==> src/rtl/dab_pkg.sv <==
`default_nettype none

package dab_pkg;

  // Widths of the request and response fields.
  localparam int unsigned REQ_W = 3;
  localparam int unsigned NODE_W = 6;
  localparam int unsigned CNT_W = 7;
  localparam int unsigned ROW_W = 64;

  // Default node capacity.
  localparam int unsigned MAX_NODES_DEF = 64;

  typedef enum logic [REQ_W-1:0] {
    REQ_ADD    = 3'd0,
    REQ_REMOVE = 3'd1,
    REQ_REPORT = 3'd2,
    REQ_INSERT = 3'd3,
    REQ_DELETE = 3'd4,
    REQ_NEIGH  = 3'd5
  } req_e;

  typedef enum logic [1:0] {
    ST_OK     = 2'd0,
    ST_RANGE  = 2'd1,
    ST_UNUSED = 2'd2,
    ST_FULL   = 2'd3
  } status_e;

  // Update command from the allocator to the matrix store.
  typedef struct packed {
    logic              set_bit;
    logic              clr_bit;
    logic              clr_row;
    logic              clr_col;
    logic [NODE_W-1:0] row_idx;
    logic [NODE_W-1:0] col_idx;
  } mat_op_t;

endpackage

`default_nettype wire

==> src/rtl/dab_alloc.sv <==
`default_nettype none

module dab_alloc import dab_pkg::*; #(
  parameter int unsigned NodeCap = MAX_NODES_DEF
) (
  input  wire logic              clk_i,
  input  wire logic              rst_ni,
  input  wire logic              fire_i,
  input  wire logic [REQ_W-1:0]  req_type_i,
  input  wire logic [NODE_W-1:0] row_i,
  input  wire logic [NODE_W-1:0] col_i,
  output status_e                status_o,
  output logic      [NODE_W-1:0] new_index_o,
  output logic      [CNT_W-1:0]  total_o,
  output logic      [CNT_W-1:0]  used_o,
  output mat_op_t                op_o
);

  localparam int unsigned IdxW = $clog2(NodeCap);
  localparam int unsigned CntW = $clog2(NodeCap + 1);

  logic [CntW-1:0]    count_q, count_d;
  logic [CntW-1:0]    free_cnt_q, free_cnt_d;
  logic [NodeCap-1:0] free_map_q, free_map_d;
  logic [IdxW-1:0]    low_free;
  logic [IdxW-1:0]    ins_idx;
  status_e            st;

  // Range is checked before the freed mark; the freed mark is only read
  // for an index below the node count.
  function automatic status_e check_idx(input logic [NODE_W-1:0] k,
                                        input logic [CntW-1:0] cnt,
                                        input logic [NodeCap-1:0] fmap);
    status_e r;
    if ({1'b0, k} >= CNT_W'(cnt)) begin
      r = ST_RANGE;
    end else if (fmap[k[IdxW-1:0]]) begin
      r = ST_UNUSED;
    end else begin
      r = ST_OK;
    end
    return r;
  endfunction

  always_comb begin
    low_free = '0;
    for (int i = NodeCap - 1; i >= 0; i--) begin
      if (free_map_q[i]) begin
        low_free = IdxW'(i);
      end
    end
  end

  always_comb begin
    count_d    = count_q;
    free_cnt_d = free_cnt_q;
    free_map_d = free_map_q;
    st         = ST_OK;
    ins_idx    = '0;
    op_o       = '0;
    if (fire_i) begin
      unique case (req_e'(req_type_i))
        REQ_ADD, REQ_REMOVE, REQ_REPORT: begin
          st = check_idx(row_i, count_q, free_map_q);
          if (st == ST_OK) begin
            st = check_idx(col_i, count_q, free_map_q);
          end
          if (st == ST_OK) begin
            op_o.set_bit = (req_type_i == REQ_ADD);
            op_o.clr_bit = (req_type_i == REQ_REMOVE);
            op_o.row_idx = row_i;
            op_o.col_idx = col_i;
          end
        end
        REQ_INSERT: begin
          if (|free_map_q) begin
            ins_idx              = low_free;
            free_map_d[low_free] = 1'b0;
            free_cnt_d           = free_cnt_q - 1'b1;
          end else if (count_q < CntW'(NodeCap)) begin
            ins_idx      = count_q[IdxW-1:0];
            op_o.clr_row = 1'b1;
            op_o.row_idx = NODE_W'(count_q[IdxW-1:0]);
            count_d      = count_q + 1'b1;
          end else begin
            st = ST_FULL;
          end
        end
        REQ_DELETE: begin
          st = check_idx(row_i, count_q, free_map_q);
          if (st == ST_OK) begin
            op_o.clr_row                = 1'b1;
            op_o.clr_col                = 1'b1;
            op_o.row_idx                = row_i;
            op_o.col_idx                = row_i;
            free_map_d[row_i[IdxW-1:0]] = 1'b1;
            free_cnt_d                  = free_cnt_q + 1'b1;
          end
        end
        REQ_NEIGH: begin
          st = check_idx(row_i, count_q, free_map_q);
        end
        default: begin
        end
      endcase
    end
  end

  assign status_o    = st;
  assign new_index_o = NODE_W'(ins_idx);
  assign total_o     = CNT_W'(count_d);
  assign used_o      = CNT_W'(count_d - free_cnt_d);

  always_ff @(posedge clk_i or negedge rst_ni) begin
    if (!rst_ni) begin
      count_q    <= '0;
      free_cnt_q <= '0;
      free_map_q <= '0;
    end else begin
      count_q    <= count_d;
      free_cnt_q <= free_cnt_d;
      free_map_q <= free_map_d;
    end
  end

  a_free_cnt_match : assert property (@(posedge clk_i) disable iff (!rst_ni)
    $countones(free_map_q) == int'(free_cnt_q))
    else $error("free count disagrees with free map");

  a_free_le_count : assert property (@(posedge clk_i) disable iff (!rst_ni)
    free_cnt_q <= count_q)
    else $error("more freed indices than allocated");

  a_count_cap : assert property (@(posedge clk_i) disable iff (!rst_ni)
    count_q <= CntW'(NodeCap))
    else $error("node count past capacity");

  a_full_only_when_full : assert property (@(posedge clk_i) disable iff (!rst_ni)
    (fire_i && st == ST_FULL) |-> (count_q == CntW'(NodeCap) && free_map_q == '0))
    else $error("full reported with room left");

endmodule

`default_nettype wire

==> config.mk <==
export PLATFORM = sky130hd
export DESIGN_NAME = dab_alloc
export DESIGN_NICKNAME = d
export VERILOG_FILES = /design/src/rtl/dab_pkg.sv /design/src/rtl/dab_alloc.sv
export SDC_FILE = /design/constraint.sdc
export NUM_CORES = 1
export LEC_CHECK = 0
export ABC_AREA = 0
export CAP_MARGIN = 20
export CORE_MARGIN = 1.5
export CORE_UTILIZATION = 50
export CTS_CLUSTER_SIZE = 14
export DETAILED_ROUTE_END_ITERATION = 8
export DONT_BUFFER_PORTS = 1
export MAX_ROUTING_LAYER = met4
export PLACE_DENSITY = 0.68
export SETUP_SLACK_MARGIN = 0.4
export SYNTH_ARGS = -nofsm -noshare
export SYNTH_HDL_FRONTEND = slang
export SYNTH_SLANG_ARGS = --single-unit
export TNS_END_PERCENT = 1
==> constraint.sdc <==
create_clock -name clk_i -period 11.7 [get_ports clk_i]
set_input_delay 1.755 -clock clk_i [delete_from_list [all_inputs] [get_ports clk_i]]
set_output_delay 1.755 -clock clk_i [all_outputs]
set_load 0.005 [all_outputs]
==> flow_summary.toml <==
[logic_synthesis]
synth_edf_count = 0
syn-num-nets = 804
synth_seq_area_share = 0.287
synthesis.instances = 763
async_flop_share = 1.00
avgSynthCellArea_sq_um = 8.90
yosys_warnings = 0
ys_types = 82
synthesis.area_sq_mm = 0.00679
ys.flop_type = "dfrtp_1"
synth-seq-cells = 78

[timing]
hold_viol = 0
finClkSkew_ns = 0.00933
tightest_slew_ns = 1.23
finalWorstSetupSlack_ns = 4.21
min_period_ns = 7.49
slew_viol_final = 0
finalSetupTns_ns = 0
timing.fmax_mhz = 134
rsz0062_at_grt = "no"
timing.final.crit_share = 0.640
slew_headroom = 0.180
finalSetupViolations = 0

[pwr]
p_sw_uw = 419
powerDensity_mw_per_mm2 = 146
p_clk_frac = 0.277
switching_share = 0.403
seqPwrFrac = 0.341
total_power_mw = 1.04
intPower_uw = 620
power_leakage_nw = 2.83
vdd_ir_drop_max_mv = 0.0938
comb_power_share = 0.382

[floorplanning]
rows = 42
io_pins = 56
die_x_um = 120
initial_core_util = 0.513
die-area_sq_mm = 0.0143
core_sq_mm = 0.0132
dieHeight_um = 120

[clock_network]
cts_sinks = 78
clk_pin_slew_ns = 0.06
cts_root_buffer = "clkbuf_16"
h-tree-depth = 3
clockBufferDepth = 2
ctsHoldBuffers = 0
clk_latency_ns = 0.35
cts_setup_buffers = 0
cts_made_buffers = 9
cts_tree = "yes"
cts_resized = 0

[worst_setup_path]
worst_ep_required_time_ns = 9.95
critPathTopFamily = "compound AO/OA/AOI/OAI gates"
reg2reg_from = "count_q[1]$_DFF_PN0_"
cpMaxStageDelayCell = "nor4_4"
path_class = "input port to output port"
crit_chain = "inv_1 > ha_1 > nand2b_1 > a21o_1 > a21oi_1 > o22ai_1 > nor4_4 > o21ai_0 > xnor2_1 > ha_1 > inv_1 > fa_1 > a21oi_1 > nor2_1 > o21ai_0 > nand2b_1 > a21oi_1 > xnor2_1 > xnor2_1"
worst_setup_path_start_kind = "input port"
timing.rr.end = "free_map_q[19]$_DFFE_PN0P_"
worstRegToRegCells = 9
cp.depth = 19
critPathArrivalTime_ns = 5.73
crit_fanout = 21
r2r_slack_ns = 7.99
end_kind = "output port"
worst-path-buf-inv = 2
critPathMaxStageDelay_ns = 0.75

[hold_path]
min_to = "free_cnt_q[4]$_DFF_PN0_"
worstHoldPathType = "flop to flop"
whs_path_depth = 1
min_from = "free_cnt_q[4]$_DFF_PN0_"

[drt]
wl_per_cell_um = 27.1
drtPass1Iterations = 6
vias = 6621
drt_iter0_drc = 831
wirelength_um = 24800
drtAntennaViolNets = 0
via_per_inst = 7.23
drcViolationCount = 0

[global_route]
antenna_found_initial = 0
overflow = 0
grtUsageTotal = 0.366
first_global_vias = 6614
grt_max_degree = 79
grt_pass1_wl_um = 38300

[final_layout]
drive_gt1_frac = 0.0959
insertedDiodeCount = 0
area_growth_syn_to_layout_pct = 4.66
fillers = 1218
fin_nets = 776
final_util = 0.537

[placed_design]
post-dp-hpwl_um = 18100
port_buffers = 0
gp_congestion = 1.04
pre_cts_ws_ns = 4.29

[status]
outcome = "finished, final reports clean"

[flow_run]
drv_cap = 0
## metrics by stage
step           instances  instance area [sq um]  hold slack, ns
2_1_floorplan        763                   6790           0.513
3_3_place_gp         899                   6790           0.571
3_5_place_dp         900                   6810           0.573
4_1_cts              916                   7110           0.587
5_1_grt              916                   7110           0.612
6_report             916                   7110           0.580
## final cells by class
type | instances | area (sq um) | area share
Clock buffer | 12 | 256 | 0.0361
Clock inverter | 4 | 45.0 | 0.00634
Timing Repair Buffer | 3 | 26.3 | 0.00370
Multi-Input combinational cell | 615 | 4500 | 0.633
Sequential cell | 78 | 1950 | 0.275
Tap cell | 176 | 220 | 0.0310
Inverter | 28 | 105 | 0.0148
## per-layer routing
| layer | part of all wire | global-route usage |
|---|---|---|
| met2 | 0.45 | 0.536 |
| met1 | 0.40 | 0.476 |
| met3 | 0.099 | 0.0832 |
| met5 | 0 | - |
| met4 | 0.048 | 0.188 |
## cell usage after synthesis, types with 5 or more instances
cell       count  area (sq um)
a21o_1         8          60.1
nand2b_1      17           106
nand4_1       11          68.8
a211oi_1       5          37.5
a2bb2oi_1     14           123
nand3b_1       8          60.1
a21oi_1       60           300
nor3_1        25           125
o31ai_1        6          45.0
buf_2          9          45.0
nor2b_1       18           113
nand4b_1       5          43.8
o22a_1        19           166
xnor2_1       13           114
buf_6          7          78.8
mux4_2        21           473
dfrtp_1       78          1950
a31oi_1       31           194
a22oi_1       12          90.1
nand2_1       44           165
nor4_1        16           100
nor2_1        74           278
o21ai_0       21           105
nand3_1       17          85.1
inv_1         27           101
and2_1        13          81.3
and3_1         6          37.5
mux2i_1       20           200
a22o_1        13           114
clkbuf_1      20          75.1
or3_1          7          43.8
ha_1          22           275
## kinds of logic after synthesis
logic type                 after synthesis  synth area share
AOI/OAI and AO/OA                      236             0.247
adders and majority gates               23            0.0435
and+or+nand+nor                        296             0.246
muxes                                   43             0.105
buffers and inverters                   70            0.0496
xor gates and xnor gates                17            0.0219
DFF                                     78             0.287
## power by group through the flow
stage               Sequential [mW]  Combinational [mW]  Clock, mW
global route                  0.359               0.424      0.300
CTS                           0.352               0.388      0.290
detailed placement            0.356               0.386          0
global placement              0.356               0.381          0
finish                        0.354               0.397      0.288
floorplan                     0.332               0.297          0
## cell usage in the layout (no fill, tap or decap), drive strengths merged, types with 5 or more instances in the layout
master,count
nor2,76
o31ai,7
or2,6
a21oi,63
o21ai,24
xnor2,13
mux2i,20
or3,8
nor2b,18
dfrtp,78
a211oi,6
a22o,13
nand3,18
nor3,26
nand3b,8
nand4,12
and2,14
inv,27
clkbuf,12
and3,6
o22a,19
a21o,8
a31oi,31
a2bb2oi,14
mux4,22
a221oi,5
a22oi,12
nor4,23
ha,22
nand2,46
o211ai,5
nand4b,5
nand2b,17
## registers in the layout, summed over array words and instances (netlist names)
| name | flops |
|---|---|
| count_q | 7 |
| free_cnt_q | 7 |
| free_map_q | 64 |
## how the worst max path moves through the flow
stage                     slack [ns]     start   endpoint
after detailed placement        4.29  row_i[0]  used_o[6]
final                           4.21  row_i[0]  used_o[6]
after CTS                       4.29  row_i[0]  used_o[6]
after global routing            3.84  row_i[0]  used_o[6]
after global placement          4.50  row_i[1]  used_o[6]
after floorplan                 4.90  row_i[0]  used_o[6]
Power figures use the tool's default switching activity.
